[src/rtl/cpu_load_store_unit_assert.svh]
// Assertion macros for the load/store unit checks
`ifndef CPU_LOAD_STORE_UNIT_ASSERT_SVH
`define CPU_LOAD_STORE_UNIT_ASSERT_SVH
`ifndef SYNTHESIS
`define LSU_ASSERT_IMPLY(label, ante, cons) \
	label: assert property (@(posedge clk) disable iff (!arst_n) (ante) |-> (cons)) \
		else $error("load/store unit check failed");
`define LSU_ASSERT_NEXT(label, ante, cons) \
	label: assert property (@(posedge clk) disable iff (!arst_n) (ante) |=> (cons)) \
		else $error("load/store unit check failed");
`else
`define LSU_ASSERT_IMPLY(label, ante, cons)
`define LSU_ASSERT_NEXT(label, ante, cons)
`endif
`endif

[src/rtl/clsu_pkg.sv]
// Shared types, constants and decode for the load/store unit
package clsu_pkg;

	localparam int QUEUE_DEPTH = 2;

	localparam logic [15:0] HIGH_PAGE = 16'hFF00;
	localparam logic [2:0] REG_C = 3'd1;
	localparam logic [2:0] REG_A = 3'd6;
	localparam logic [2:0] REG_F = 3'd7;
	localparam logic [2:0] REG_HL_CODE = 3'd6;
	localparam logic [3:0] TGT_PAIR_BASE = 4'd8;
	localparam logic [3:0] TGT_HL = 4'd10;
	localparam logic [3:0] TGT_SP = 4'd11;
	localparam logic [1:0] PAIR_AF = 2'd3;

	typedef enum logic [2:0] {
		ACT_READ   = 3'd0,
		ACT_WRITE  = 3'd1,
		ACT_UPDATE = 3'd2,
		ACT_UNSUPP = 3'd3,
		ACT_UNEXP  = 3'd4
	} action_t;

	typedef enum logic [1:0] {
		PEND_NONE   = 2'd0,
		PEND_LOAD   = 2'd1,
		PEND_POP_LO = 2'd2,
		PEND_POP_HI = 2'd3
	} pend_t;

	typedef enum logic [4:0] {
		C_BAD, C_LD_RR, C_LD_R_HL, C_LD_HL_R, C_LD_R_N, C_LD_HL_N, C_LD_PAIR_NN,
		C_POP, C_PUSH, C_ST_BC, C_ST_DE, C_LD_A_BC, C_LD_A_DE, C_ST_NN_SP,
		C_ST_HLI, C_ST_HLD, C_LD_A_HLI, C_LD_A_HLD, C_LDH_N_A, C_LDH_A_N,
		C_LDH_C_A, C_LDH_A_C, C_ST_NN_A, C_LD_A_NN, C_LD_HL_SPE, C_LD_SP_HL
	} iclass_t;

	typedef struct packed {
		logic        kind;
		iclass_t     cls;
		logic [7:0]  opcode;
		logic [15:0] imm;
		logic [7:0]  rdata;
	} item_t;

	typedef struct packed {
		logic  valid;
		item_t item;
	} qhead_t;

	typedef struct packed {
		action_t     action;
		logic [15:0] address;
		logic [15:0] data;
		logic [3:0]  target;
		logic        last;
		logic [7:0]  acc;
		logic [15:0] hl;
		logic [15:0] sp;
		logic [3:0]  flags;
	} result_t;

	// register field code 7 is A, which sits at index 6 of the file
	function automatic logic [2:0] reg_index(input logic [2:0] code);
		reg_index = (code == 3'd7) ? REG_A : code;
	endfunction

	function automatic iclass_t classify(input logic [7:0] op);
		iclass_t c;
		c = C_BAD;
		if (op[7:6] == 2'b01) begin
			if (op == 8'h76) c = C_BAD;
			else if (op[2:0] == REG_HL_CODE) c = C_LD_R_HL;
			else if (op[5:3] == REG_HL_CODE) c = C_LD_HL_R;
			else c = C_LD_RR;
		end else if (op[7:6] == 2'b00 && op[2:0] == 3'b110) begin
			c = (op[5:3] == REG_HL_CODE) ? C_LD_HL_N : C_LD_R_N;
		end else if (op[7:6] == 2'b00 && op[3:0] == 4'h1) begin
			c = C_LD_PAIR_NN;
		end else if (op[7:6] == 2'b11 && op[3:0] == 4'h1) begin
			c = C_POP;
		end else if (op[7:6] == 2'b11 && op[3:0] == 4'h5) begin
			c = C_PUSH;
		end else begin
			case (op)
				8'h02: c = C_ST_BC;
				8'h12: c = C_ST_DE;
				8'h0A: c = C_LD_A_BC;
				8'h1A: c = C_LD_A_DE;
				8'h08: c = C_ST_NN_SP;
				8'h22: c = C_ST_HLI;
				8'h32: c = C_ST_HLD;
				8'h2A: c = C_LD_A_HLI;
				8'h3A: c = C_LD_A_HLD;
				8'hE0: c = C_LDH_N_A;
				8'hF0: c = C_LDH_A_N;
				8'hE2: c = C_LDH_C_A;
				8'hF2: c = C_LDH_A_C;
				8'hEA: c = C_ST_NN_A;
				8'hFA: c = C_LD_A_NN;
				8'hF8: c = C_LD_HL_SPE;
				8'hF9: c = C_LD_SP_HL;
				default: c = C_BAD;
			endcase
		end
		classify = c;
	endfunction

endpackage

[src/rtl/clsu_front.sv]
// Front end: takes transactions, decodes the opcode class, queues them
module clsu_front #(
	parameter int DEPTH = clsu_pkg::QUEUE_DEPTH
) (
	input  logic               clk,
	input  logic               arst_n,
	input  logic               in_valid,
	output logic               in_stall,
	input  logic               kind,
	input  logic [7:0]         opcode,
	input  logic [15:0]        immediate,
	input  logic [7:0]         read_data,
	output clsu_pkg::qhead_t   head,
	input  logic               pop
);

	localparam int PTR_W = (DEPTH > 1) ? $clog2(DEPTH) : 1;
	localparam int CNT_W = $clog2(DEPTH + 1);

	clsu_pkg::item_t  mem_q [DEPTH];
	logic [PTR_W-1:0] wr_ptr_q, rd_ptr_q;
	logic [CNT_W-1:0] count_q;
	logic             push, do_pop;
	clsu_pkg::item_t  new_item;

	assign in_stall = (count_q == CNT_W'(DEPTH));
	assign push = in_valid && !in_stall;
	assign do_pop = pop && (count_q != '0);

	always_comb begin
		new_item.kind = kind;
		new_item.cls = clsu_pkg::classify(opcode);
		new_item.opcode = opcode;
		new_item.imm = immediate;
		new_item.rdata = read_data;
	end

	function automatic logic [PTR_W-1:0] next_ptr(input logic [PTR_W-1:0] p);
		next_ptr = (p == PTR_W'(DEPTH - 1)) ? '0 : p + PTR_W'(1);
	endfunction

	always_ff @(posedge clk) begin
		if (push) begin
			mem_q[wr_ptr_q] <= new_item;
		end
	end

	always_ff @(posedge clk or negedge arst_n) begin
		if (!arst_n) begin
			wr_ptr_q <= '0;
			rd_ptr_q <= '0;
			count_q <= '0;
		end else begin
			if (push) wr_ptr_q <= next_ptr(wr_ptr_q);
			if (do_pop) rd_ptr_q <= next_ptr(rd_ptr_q);
			if (push && !do_pop) count_q <= count_q + CNT_W'(1);
			else if (!push && do_pop) count_q <= count_q - CNT_W'(1);
		end
	end

	assign head.valid = (count_q != '0);
	assign head.item = mem_q[rd_ptr_q];

endmodule

[src/rtl/clsu_back.sv]
// Back end: register file, stack pointer, execution and result buffering
module clsu_back (
	input  logic             clk,
	input  logic             arst_n,
	input  clsu_pkg::qhead_t head,
	output logic             pop,
	output logic             out_valid,
	input  logic             out_stall,
	output clsu_pkg::result_t res
);

	logic [7:0][7:0]    rf_q, nrf;
	logic [15:0]        sp_q, nsp;
	clsu_pkg::pend_t    pend_q, npend;
	logic [2:0]         pend_tgt_q, npend_tgt;
	logic [7:0]         pend_lo_q, npend_lo;

	clsu_pkg::result_t  r0, r1, out_q, sec_q;
	logic               two;
	logic               out_vld_q, sec_vld_q, can_take;

	clsu_pkg::item_t    it;
	logic [15:0]        bc, de, hl, pair_v, imm16, spe;
	logic [2:0]         dst, src;
	logic [1:0]         p;
	logic [7:0]         imm8, a, hi, lo;
	logic [4:0]         half_sum;
	logic [8:0]         byte_sum;

	function automatic clsu_pkg::result_t mk(input clsu_pkg::action_t act,
		input logic [15:0] ad, input logic [15:0] d, input logic [3:0] t);
		clsu_pkg::result_t r;
		r = '0;
		r.action = act;
		r.address = ad;
		r.data = d;
		r.target = t;
		mk = r;
	endfunction

	assign it = head.item;
	assign bc = {rf_q[0], rf_q[1]};
	assign de = {rf_q[2], rf_q[3]};
	assign hl = {rf_q[4], rf_q[5]};
	assign a = rf_q[clsu_pkg::REG_A];
	assign dst = clsu_pkg::reg_index(it.opcode[5:3]);
	assign src = clsu_pkg::reg_index(it.opcode[2:0]);
	assign p = it.opcode[5:4];
	assign imm8 = it.imm[7:0];
	assign imm16 = it.imm;
	assign half_sum = {1'b0, sp_q[3:0]} + {1'b0, imm8[3:0]};
	assign byte_sum = {1'b0, sp_q[7:0]} + {1'b0, imm8};
	assign spe = sp_q + {{8{imm8[7]}}, imm8};

	always_comb begin
		case (p)
			2'd0: pair_v = bc;
			2'd1: pair_v = de;
			2'd2: pair_v = hl;
			default: pair_v = sp_q;
		endcase
		if (p == clsu_pkg::PAIR_AF) begin
			hi = a;
			lo = rf_q[clsu_pkg::REG_F];
		end else begin
			hi = pair_v[15:8];
			lo = pair_v[7:0];
		end
	end

	always_comb begin
		nrf = rf_q;
		nsp = sp_q;
		npend = pend_q;
		npend_tgt = pend_tgt_q;
		npend_lo = pend_lo_q;
		r0 = mk(clsu_pkg::ACT_UNEXP, '0, '0, '0);
		r1 = '0;
		two = 1'b0;
		if (it.kind) begin
			case (pend_q)
				clsu_pkg::PEND_LOAD: begin
					nrf[pend_tgt_q] = it.rdata;
					npend = clsu_pkg::PEND_NONE;
					r0 = mk(clsu_pkg::ACT_UPDATE, '0, {8'h00, it.rdata}, {1'b0, pend_tgt_q});
				end
				clsu_pkg::PEND_POP_LO: begin
					npend_lo = it.rdata;
					npend = clsu_pkg::PEND_POP_HI;
					r0 = mk(clsu_pkg::ACT_READ, sp_q, '0, '0);
					nsp = sp_q + 16'd1;
				end
				clsu_pkg::PEND_POP_HI: begin
					npend = clsu_pkg::PEND_NONE;
					if (pend_tgt_q[1:0] == clsu_pkg::PAIR_AF) begin
						nrf[clsu_pkg::REG_A] = it.rdata;
						nrf[clsu_pkg::REG_F] = {pend_lo_q[7:4], 4'h0};
						r0 = mk(clsu_pkg::ACT_UPDATE, '0, {8'h00, it.rdata},
							{1'b0, clsu_pkg::REG_A});
						r1 = mk(clsu_pkg::ACT_UPDATE, '0, {8'h00, pend_lo_q[7:4], 4'h0},
							{1'b0, clsu_pkg::REG_F});
						two = 1'b1;
					end else begin
						nrf[{pend_tgt_q[1:0], 1'b0}] = it.rdata;
						nrf[{pend_tgt_q[1:0], 1'b1}] = pend_lo_q;
						r0 = mk(clsu_pkg::ACT_UPDATE, '0, {it.rdata, pend_lo_q},
							clsu_pkg::TGT_PAIR_BASE + {2'b00, pend_tgt_q[1:0]});
					end
				end
				default: begin
					npend = clsu_pkg::PEND_NONE;
				end
			endcase
		end else if (pend_q == clsu_pkg::PEND_NONE) begin
			case (it.cls)
				clsu_pkg::C_LD_RR: begin
					nrf[dst] = rf_q[src];
					r0 = mk(clsu_pkg::ACT_UPDATE, '0, {8'h00, rf_q[src]}, {1'b0, dst});
				end
				clsu_pkg::C_LD_R_HL: begin
					npend = clsu_pkg::PEND_LOAD;
					npend_tgt = dst;
					r0 = mk(clsu_pkg::ACT_READ, hl, '0, '0);
				end
				clsu_pkg::C_LD_HL_R: r0 = mk(clsu_pkg::ACT_WRITE, hl, {8'h00, rf_q[src]}, '0);
				clsu_pkg::C_LD_R_N: begin
					nrf[dst] = imm8;
					r0 = mk(clsu_pkg::ACT_UPDATE, '0, {8'h00, imm8}, {1'b0, dst});
				end
				clsu_pkg::C_LD_HL_N: r0 = mk(clsu_pkg::ACT_WRITE, hl, {8'h00, imm8}, '0);
				clsu_pkg::C_LD_PAIR_NN: begin
					if (p == 2'd3) nsp = imm16;
					else begin
						nrf[{p, 1'b0}] = imm16[15:8];
						nrf[{p, 1'b1}] = imm16[7:0];
					end
					r0 = mk(clsu_pkg::ACT_UPDATE, '0, imm16,
						clsu_pkg::TGT_PAIR_BASE + {2'b00, p});
				end
				clsu_pkg::C_POP: begin
					npend = clsu_pkg::PEND_POP_LO;
					npend_tgt = {1'b0, p};
					r0 = mk(clsu_pkg::ACT_READ, sp_q, '0, '0);
					nsp = sp_q + 16'd1;
				end
				clsu_pkg::C_PUSH: begin
					r0 = mk(clsu_pkg::ACT_WRITE, sp_q - 16'd1, {8'h00, hi}, '0);
					r1 = mk(clsu_pkg::ACT_WRITE, sp_q - 16'd2, {8'h00, lo}, '0);
					two = 1'b1;
					nsp = sp_q - 16'd2;
				end
				clsu_pkg::C_ST_BC: r0 = mk(clsu_pkg::ACT_WRITE, bc, {8'h00, a}, '0);
				clsu_pkg::C_ST_DE: r0 = mk(clsu_pkg::ACT_WRITE, de, {8'h00, a}, '0);
				clsu_pkg::C_LD_A_BC, clsu_pkg::C_LD_A_DE, clsu_pkg::C_LD_A_HLI,
				clsu_pkg::C_LD_A_HLD, clsu_pkg::C_LDH_A_N, clsu_pkg::C_LDH_A_C,
				clsu_pkg::C_LD_A_NN: begin
					npend = clsu_pkg::PEND_LOAD;
					npend_tgt = clsu_pkg::REG_A;
					case (it.cls)
						clsu_pkg::C_LD_A_BC: r0 = mk(clsu_pkg::ACT_READ, bc, '0, '0);
						clsu_pkg::C_LD_A_DE: r0 = mk(clsu_pkg::ACT_READ, de, '0, '0);
						clsu_pkg::C_LDH_A_N:
							r0 = mk(clsu_pkg::ACT_READ, clsu_pkg::HIGH_PAGE | {8'h00, imm8},
								'0, '0);
						clsu_pkg::C_LDH_A_C:
							r0 = mk(clsu_pkg::ACT_READ,
								clsu_pkg::HIGH_PAGE | {8'h00, rf_q[clsu_pkg::REG_C]}, '0, '0);
						clsu_pkg::C_LD_A_NN: r0 = mk(clsu_pkg::ACT_READ, imm16, '0, '0);
						default: r0 = mk(clsu_pkg::ACT_READ, hl, '0, '0);
					endcase
					if (it.cls == clsu_pkg::C_LD_A_HLI) {nrf[4], nrf[5]} = hl + 16'd1;
					if (it.cls == clsu_pkg::C_LD_A_HLD) {nrf[4], nrf[5]} = hl - 16'd1;
				end
				clsu_pkg::C_ST_NN_SP: begin
					r0 = mk(clsu_pkg::ACT_WRITE, imm16, {8'h00, sp_q[7:0]}, '0);
					r1 = mk(clsu_pkg::ACT_WRITE, imm16 + 16'd1, {8'h00, sp_q[15:8]}, '0);
					two = 1'b1;
				end
				clsu_pkg::C_ST_HLI: begin
					r0 = mk(clsu_pkg::ACT_WRITE, hl, {8'h00, a}, '0);
					{nrf[4], nrf[5]} = hl + 16'd1;
				end
				clsu_pkg::C_ST_HLD: begin
					r0 = mk(clsu_pkg::ACT_WRITE, hl, {8'h00, a}, '0);
					{nrf[4], nrf[5]} = hl - 16'd1;
				end
				clsu_pkg::C_LDH_N_A:
					r0 = mk(clsu_pkg::ACT_WRITE, clsu_pkg::HIGH_PAGE | {8'h00, imm8},
						{8'h00, a}, '0);
				clsu_pkg::C_LDH_C_A:
					r0 = mk(clsu_pkg::ACT_WRITE,
						clsu_pkg::HIGH_PAGE | {8'h00, rf_q[clsu_pkg::REG_C]}, {8'h00, a}, '0);
				clsu_pkg::C_ST_NN_A: r0 = mk(clsu_pkg::ACT_WRITE, imm16, {8'h00, a}, '0);
				clsu_pkg::C_LD_HL_SPE: begin
					// Z and N clear; H and C from the unsigned low-byte add
					nrf[clsu_pkg::REG_F] = {2'b00, half_sum[4], byte_sum[8], 4'h0};
					{nrf[4], nrf[5]} = spe;
					r0 = mk(clsu_pkg::ACT_UPDATE, '0, spe, clsu_pkg::TGT_HL);
				end
				clsu_pkg::C_LD_SP_HL: begin
					nsp = hl;
					r0 = mk(clsu_pkg::ACT_UPDATE, '0, hl, clsu_pkg::TGT_SP);
				end
				default: r0 = mk(clsu_pkg::ACT_UNSUPP, '0, '0, '0);
			endcase
		end
		r0.last = !two;
		r1.last = 1'b1;
		r0.acc = nrf[clsu_pkg::REG_A];
		r1.acc = nrf[clsu_pkg::REG_A];
		r0.hl = {nrf[4], nrf[5]};
		r1.hl = {nrf[4], nrf[5]};
		r0.sp = nsp;
		r1.sp = nsp;
		r0.flags = nrf[clsu_pkg::REG_F][7:4];
		r1.flags = nrf[clsu_pkg::REG_F][7:4];
	end

	// a new transaction starts only when both results fit in the output stage
	assign can_take = (!out_vld_q || !out_stall) && !sec_vld_q;
	assign pop = head.valid && can_take;

	always_ff @(posedge clk or negedge arst_n) begin
		if (!arst_n) begin
			rf_q <= '0;
			sp_q <= '0;
			pend_q <= clsu_pkg::PEND_NONE;
			pend_tgt_q <= '0;
			pend_lo_q <= '0;
			out_vld_q <= 1'b0;
			sec_vld_q <= 1'b0;
		end else begin
			if (pop) begin
				rf_q <= nrf;
				sp_q <= nsp;
				pend_q <= npend;
				pend_tgt_q <= npend_tgt;
				pend_lo_q <= npend_lo;
				out_vld_q <= 1'b1;
				sec_vld_q <= two;
			end else if (sec_vld_q && (!out_vld_q || !out_stall)) begin
				out_vld_q <= 1'b1;
				sec_vld_q <= 1'b0;
			end else if (!out_stall) begin
				out_vld_q <= 1'b0;
			end
		end
	end

	always_ff @(posedge clk) begin
		if (pop) begin
			out_q <= r0;
			if (two) sec_q <= r1;
		end else if (sec_vld_q && (!out_vld_q || !out_stall)) begin
			out_q <= sec_q;
		end
	end

	assign out_valid = out_vld_q;
	assign res = out_q;

endmodule

[src/rtl/cpu_load_store_unit.sv]
// Top level of the load/store unit: front decode queue and back execution
//
//  channel  | handshake           | payload
//  ---------+---------------------+-----------------------------------------------
//  in       | in_valid / in_stall | kind, opcode, immediate, read_data
//  out      | out_valid/out_stall | action, address, data, target, last,
//           |                     | acc_value, hl_value, sp_value, flag_bits
//
// One transaction per cycle when it makes one result and out_stall is low; one that
// makes two (push, pop AF, store SP) holds off the next one until its second result
// has moved into the output register, which sets this pace. Items reach it through the decode queue.
// Reset clears register file, stack pointer and pending read state.
// out_stall backs up the queue; in_stall rises once the queue is full.
`include "cpu_load_store_unit_assert.svh"
module cpu_load_store_unit #(
	parameter int QUEUE_DEPTH = clsu_pkg::QUEUE_DEPTH
) (
	input  logic        clk,
	input  logic        arst_n,
	input  logic        in_valid,
	output logic        in_stall,
	input  logic        kind,
	input  logic [7:0]  opcode,
	input  logic [15:0] immediate,
	input  logic [7:0]  read_data,
	output logic        out_valid,
	input  logic        out_stall,
	output logic [2:0]  action,
	output logic [15:0] address,
	output logic [15:0] data,
	output logic [3:0]  target,
	output logic        last,
	output logic [7:0]  acc_value,
	output logic [15:0] hl_value,
	output logic [15:0] sp_value,
	output logic [3:0]  flag_bits
);

	clsu_pkg::qhead_t  head;
	clsu_pkg::result_t res;
	logic              pop;
	logic              err_out;

	clsu_front #(.DEPTH(QUEUE_DEPTH)) u_front (
		.clk(clk),
		.arst_n(arst_n),
		.in_valid(in_valid),
		.in_stall(in_stall),
		.kind(kind),
		.opcode(opcode),
		.immediate(immediate),
		.read_data(read_data),
		.head(head),
		.pop(pop)
	);

	clsu_back u_back (
		.clk(clk),
		.arst_n(arst_n),
		.head(head),
		.pop(pop),
		.out_valid(out_valid),
		.out_stall(out_stall),
		.res(res)
	);

	assign action = res.action;
	assign address = res.address;
	assign data = res.data;
	assign target = res.target;
	assign last = res.last;
	assign acc_value = res.acc;
	assign hl_value = res.hl;
	assign sp_value = res.sp;
	assign flag_bits = res.flags;

	assign err_out = out_valid &&
		(action == clsu_pkg::ACT_UNSUPP || action == clsu_pkg::ACT_UNEXP);

	`LSU_ASSERT_IMPLY(a_read_single, out_valid && action == clsu_pkg::ACT_READ, last)
	`LSU_ASSERT_IMPLY(a_error_single, err_out, last && address == 16'h0000 && data == 16'h0000)
	`LSU_ASSERT_IMPLY(a_target_only_update, out_valid && action != clsu_pkg::ACT_UPDATE, target == 4'd0)
	`LSU_ASSERT_NEXT(a_first_holds_pair, out_valid && !last && out_stall, out_valid && !last)

endmodule
[config.mk]
export PLATFORM = sky130hd
export DESIGN_NAME = cpu_load_store_unit
export DESIGN_NICKNAME = d
export VERILOG_FILES = /design/src/rtl/clsu_pkg.sv /design/src/rtl/clsu_front.sv /design/src/rtl/clsu_back.sv /design/src/rtl/cpu_load_store_unit.sv
export VERILOG_INCLUDE_DIRS = /design/src /design/src/rtl
export SDC_FILE = /design/constraint.sdc
export NUM_CORES = 1
export LEC_CHECK = 0
export ABC_AREA = 1
export BUFFER_PORTS_ARGS = -buffer_cell sky130_fd_sc_hd__buf_2
export CAP_MARGIN = 0
export CELL_PAD_IN_SITES_DETAIL_PLACEMENT = 1
export CELL_PAD_IN_SITES_GLOBAL_PLACEMENT = 1
export CORE_UTILIZATION = 40
export DETAILED_ROUTE_END_ITERATION = 6
export PLACE_DENSITY_LB_ADDON = 0.08
export SYNTH_ARGS = -nofsm -noshare
export SYNTH_HDL_FRONTEND = slang
export SYNTH_SLANG_ARGS = --single-unit
export TNS_END_PERCENT = 30
[constraint.sdc]
create_clock -name clk -period 11.6 [get_ports clk]
set_input_delay 2.32 -clock clk [delete_from_list [all_inputs] [get_ports clk]]
set_output_delay 2.32 -clock clk [all_outputs]
set_load 0.01 [all_outputs]
==> reports/qor.txt <==
Outcome: complete, no violations
Worst Path Required: 12.04 ns
Area of the multi-input gates: 0.0134 sq mm
Final Max Slew Viols: 0
Gpl congestion: 1.07
Die Y-Extent: 250 um
Fillcell total: 7,804
CP Max Fanout: 54
Routed WL: 148,000 um
Peak supply drop: 0.223 mV
CTS Buffer Depth: 3
Fmax: 198 MHz
Post-synth EDFFs: 226
R2R depth: 15
Largest net degree at the start of global routing: 89
RSZ-0062 raised after global routing: no
Drt pass-1 iters: 6
Routed wire per std cell: 33.8 um
Final worst slack: 6.56 ns
Max Cap Viol: 0
Final Critical Period: 5.04 ns
Async S/R FF share, synth: 30.5%
Number of hold buffers added after CTS: 0
Period Utilization, post-route: 43.5%
HP Class: register to register
Worst slack at placement: 6.12 ns
Dpl hpwl: 111,000 um
Vias: 29,200
Most common cell after layout, fill and taps aside: nand2_1
Arrival time worst endpoint: 5.49 ns
Global-route wire length before repair: 208,000 um
Core area: 0.0606 sq mm
Setup bufs post-CTS: 0
R2r setup slk: 6.56 ns
HP Start: u_back.pend_lo_q[0]$_DFFE_PN0P_
FF-to-FF Start: u_front.rd_ptr_q$_DFFE_PN0P_
Starting Density: 40.7%
Die width: 250 um
Syn Area/Cell: 6.99 sq um
Port-buffer cells: 122
First DRT Iteration DRCs: 3,617
Worst rel slew slack: 17.5%
CTS Root Cell: clkbuf_16
Final setup viols: 0
Synth warnings: 0
Lkg Pwr: 0.0117 uW
Seq/Total Area, Yosys: 37.6%
# H-tree levels: 2
Total CTS buffers: 40
GRT overflow: 0
I/O pin count: 123
Layout Skew: 0.0471 ns
Most frequent cells in the layout: nand2_1 (996), nor2_1 (327), o21ai_0 (296)
Total Power: 9610 uW
Die area: 0.0626 sq mm
Setup TNS: 0 ns
Yosys cell types: 71
Area grow syn2layout: 10.9%
Worst R2R End: u_back.res[46]$_DFFE_PP_
Worst-path clk slew: 0.06 ns
Endpoint of the worst hold path: u_back.pend_lo_q[0]$_DFFE_PN0P_
Seq. cell area: 0.00927 sq mm
Actual slew at the worst max-slew pin: 1.24 ns
Core Util, Final: 45.1%
Fraction of layout cells with a size suffix above 1: 10.8%
Post-Synthesis Cells: 3,529
Sink Count: 325
Pwr Density: 351 mW/mm^2
Residual DRC: 0
ANT nets after route: 0
GRT Resource Usage Total: 46.4%
Vias in the first global route: 28,900
Antenna violations before repair: 7
Main synth FF type: edfxtp_1
Hold Crit Depth: 2
Final hold violations: 0
Clock latency on the worst-skew pair: 0.62 ns
Setup crit end kind: register
Final net count: 3,638
#FFs+latches synth: 325
CP Class: register to register
Cell Area, Synth: 0.0247 sq mm
Synthesized Nets: 3,592
Site Rows: 90
CTS tree: yes
Avg Vias per Cell: 6.65
CTS resizes: 0
Critical path launch point type: register
[final cells by class]
cell class              instances  share of cell area [%]
inverters                     324                    4.47
repair buffers                177                    3.75
clock buffers                  46                    4.01
multi-input cells            2707                    49.0
well taps                     782                    3.58
flip-flops and latches        325                    33.9
clock inverters                28                    1.28
diodes                          5                  0.0458
[registers in the layout, indices dropped and copies added (netlist names), 16 cells and up]
register	count
u_back.hl	16
u_back.bc	16
u_front.mem_q	72
u_back.res	84
u_back.sec_q	70
u_back.de	16
u_back.sp_q	16
[per-stage QoR]
stage,instances,hold slack [ns],cell area [sq um]
2_1_floorplan,3529,0.459,24700
3_3_place_gp,4315,0.500,25900
3_5_place_dp,4315,0.504,25900
4_1_cts,4389,0.518,27300
5_1_grt,4389,0.545,27300
6_report,4394,0.516,27300
[cells in the mapped netlist (all sizes together) (49+ instances only)]
| master | number | area share, % |
|---|---|---|
| o22ai | 67 | 1.8 |
| inv | 313 | 4.8 |
| edfxtp | 226 | 28 |
| buf | 89 | 2.1 |
| clkbuf | 84 | 1.3 |
| a21oi | 222 | 4.6 |
| o21ai | 353 | 7.3 |
| nor2 | 361 | 6.0 |
| o211ai | 49 | 1.6 |
| dfrtp | 99 | 10 |
| nand2 | 1031 | 16 |
| nand3 | 297 | 6.2 |
[critical path, stage by stage (launching register included)]
cell,delay [ns]
dfrtp_2,0.34
buf_4,0.51
inv_4,0.30
nand2_1,0.15
nand2_2,0.14
nor2_4,0.27
nand3_4,0.44
nand2_2,0.63
inv_2,0.39
nand3_1,0.19
nor2_1,0.06
nand2_1,0.13
nand2_2,0.10
nor2_4,0.65
inv_1,0.26
o211ai_1,0.24
[routing by layer]
layer	track usage (%)	routed length, um	vias to the layer above
met5	0	43	-
met4	32.4	12100	6
met3	14.0	17700	598
met2	68.4	62300	2053
met1	58.0	56300	14300
li1	-	-	12200
[logic make-up after synthesis]
logic type,share of synthesized area [%]
buf+inv,8.31
compound gates,20.5
flops,37.6
simple gates,31.2
xor+xnor,1.03
mux,0.0406
fa+ha+maj,1.35
[worst max-delay path by stage]
stage / startpoint / endpoint / slack [ns] / cells past startpoint
after floorplan: out_stall / u_back.res[0]$_DFFE_PP_ / 4.49 / 3
final: u_front.rd_ptr_q$_DFFE_PN0P_ / u_back.res[46]$_DFFE_PP_ / 6.56 / 15
after global placement: out_stall / u_back.res[73]$_DFFE_PP_ / 6.22 / 8
after global routing: u_front.rd_ptr_q$_DFFE_PN0P_ / u_back.res[46]$_DFFE_PP_ / 6.34 / 15
after CTS: out_stall / u_back.res[73]$_DFFE_PP_ / 6.70 / 8
after detailed placement: out_stall / u_back.res[73]$_DFFE_PP_ / 6.12 / 8
[power breakdown]
part | leakage (uW) | switching (uW) | internal [uW] | total, uW
clock network | 0.000704 | 581 | 840 | 1420
logic | 0.00754 | 4590 | 1310 | 5900
registers | 0.00341 | 530 | 1750 | 2280
total | 0.0117 | 5700 | 3910 | 9610
No activity file was read; power rests on OpenSTA's default activity.
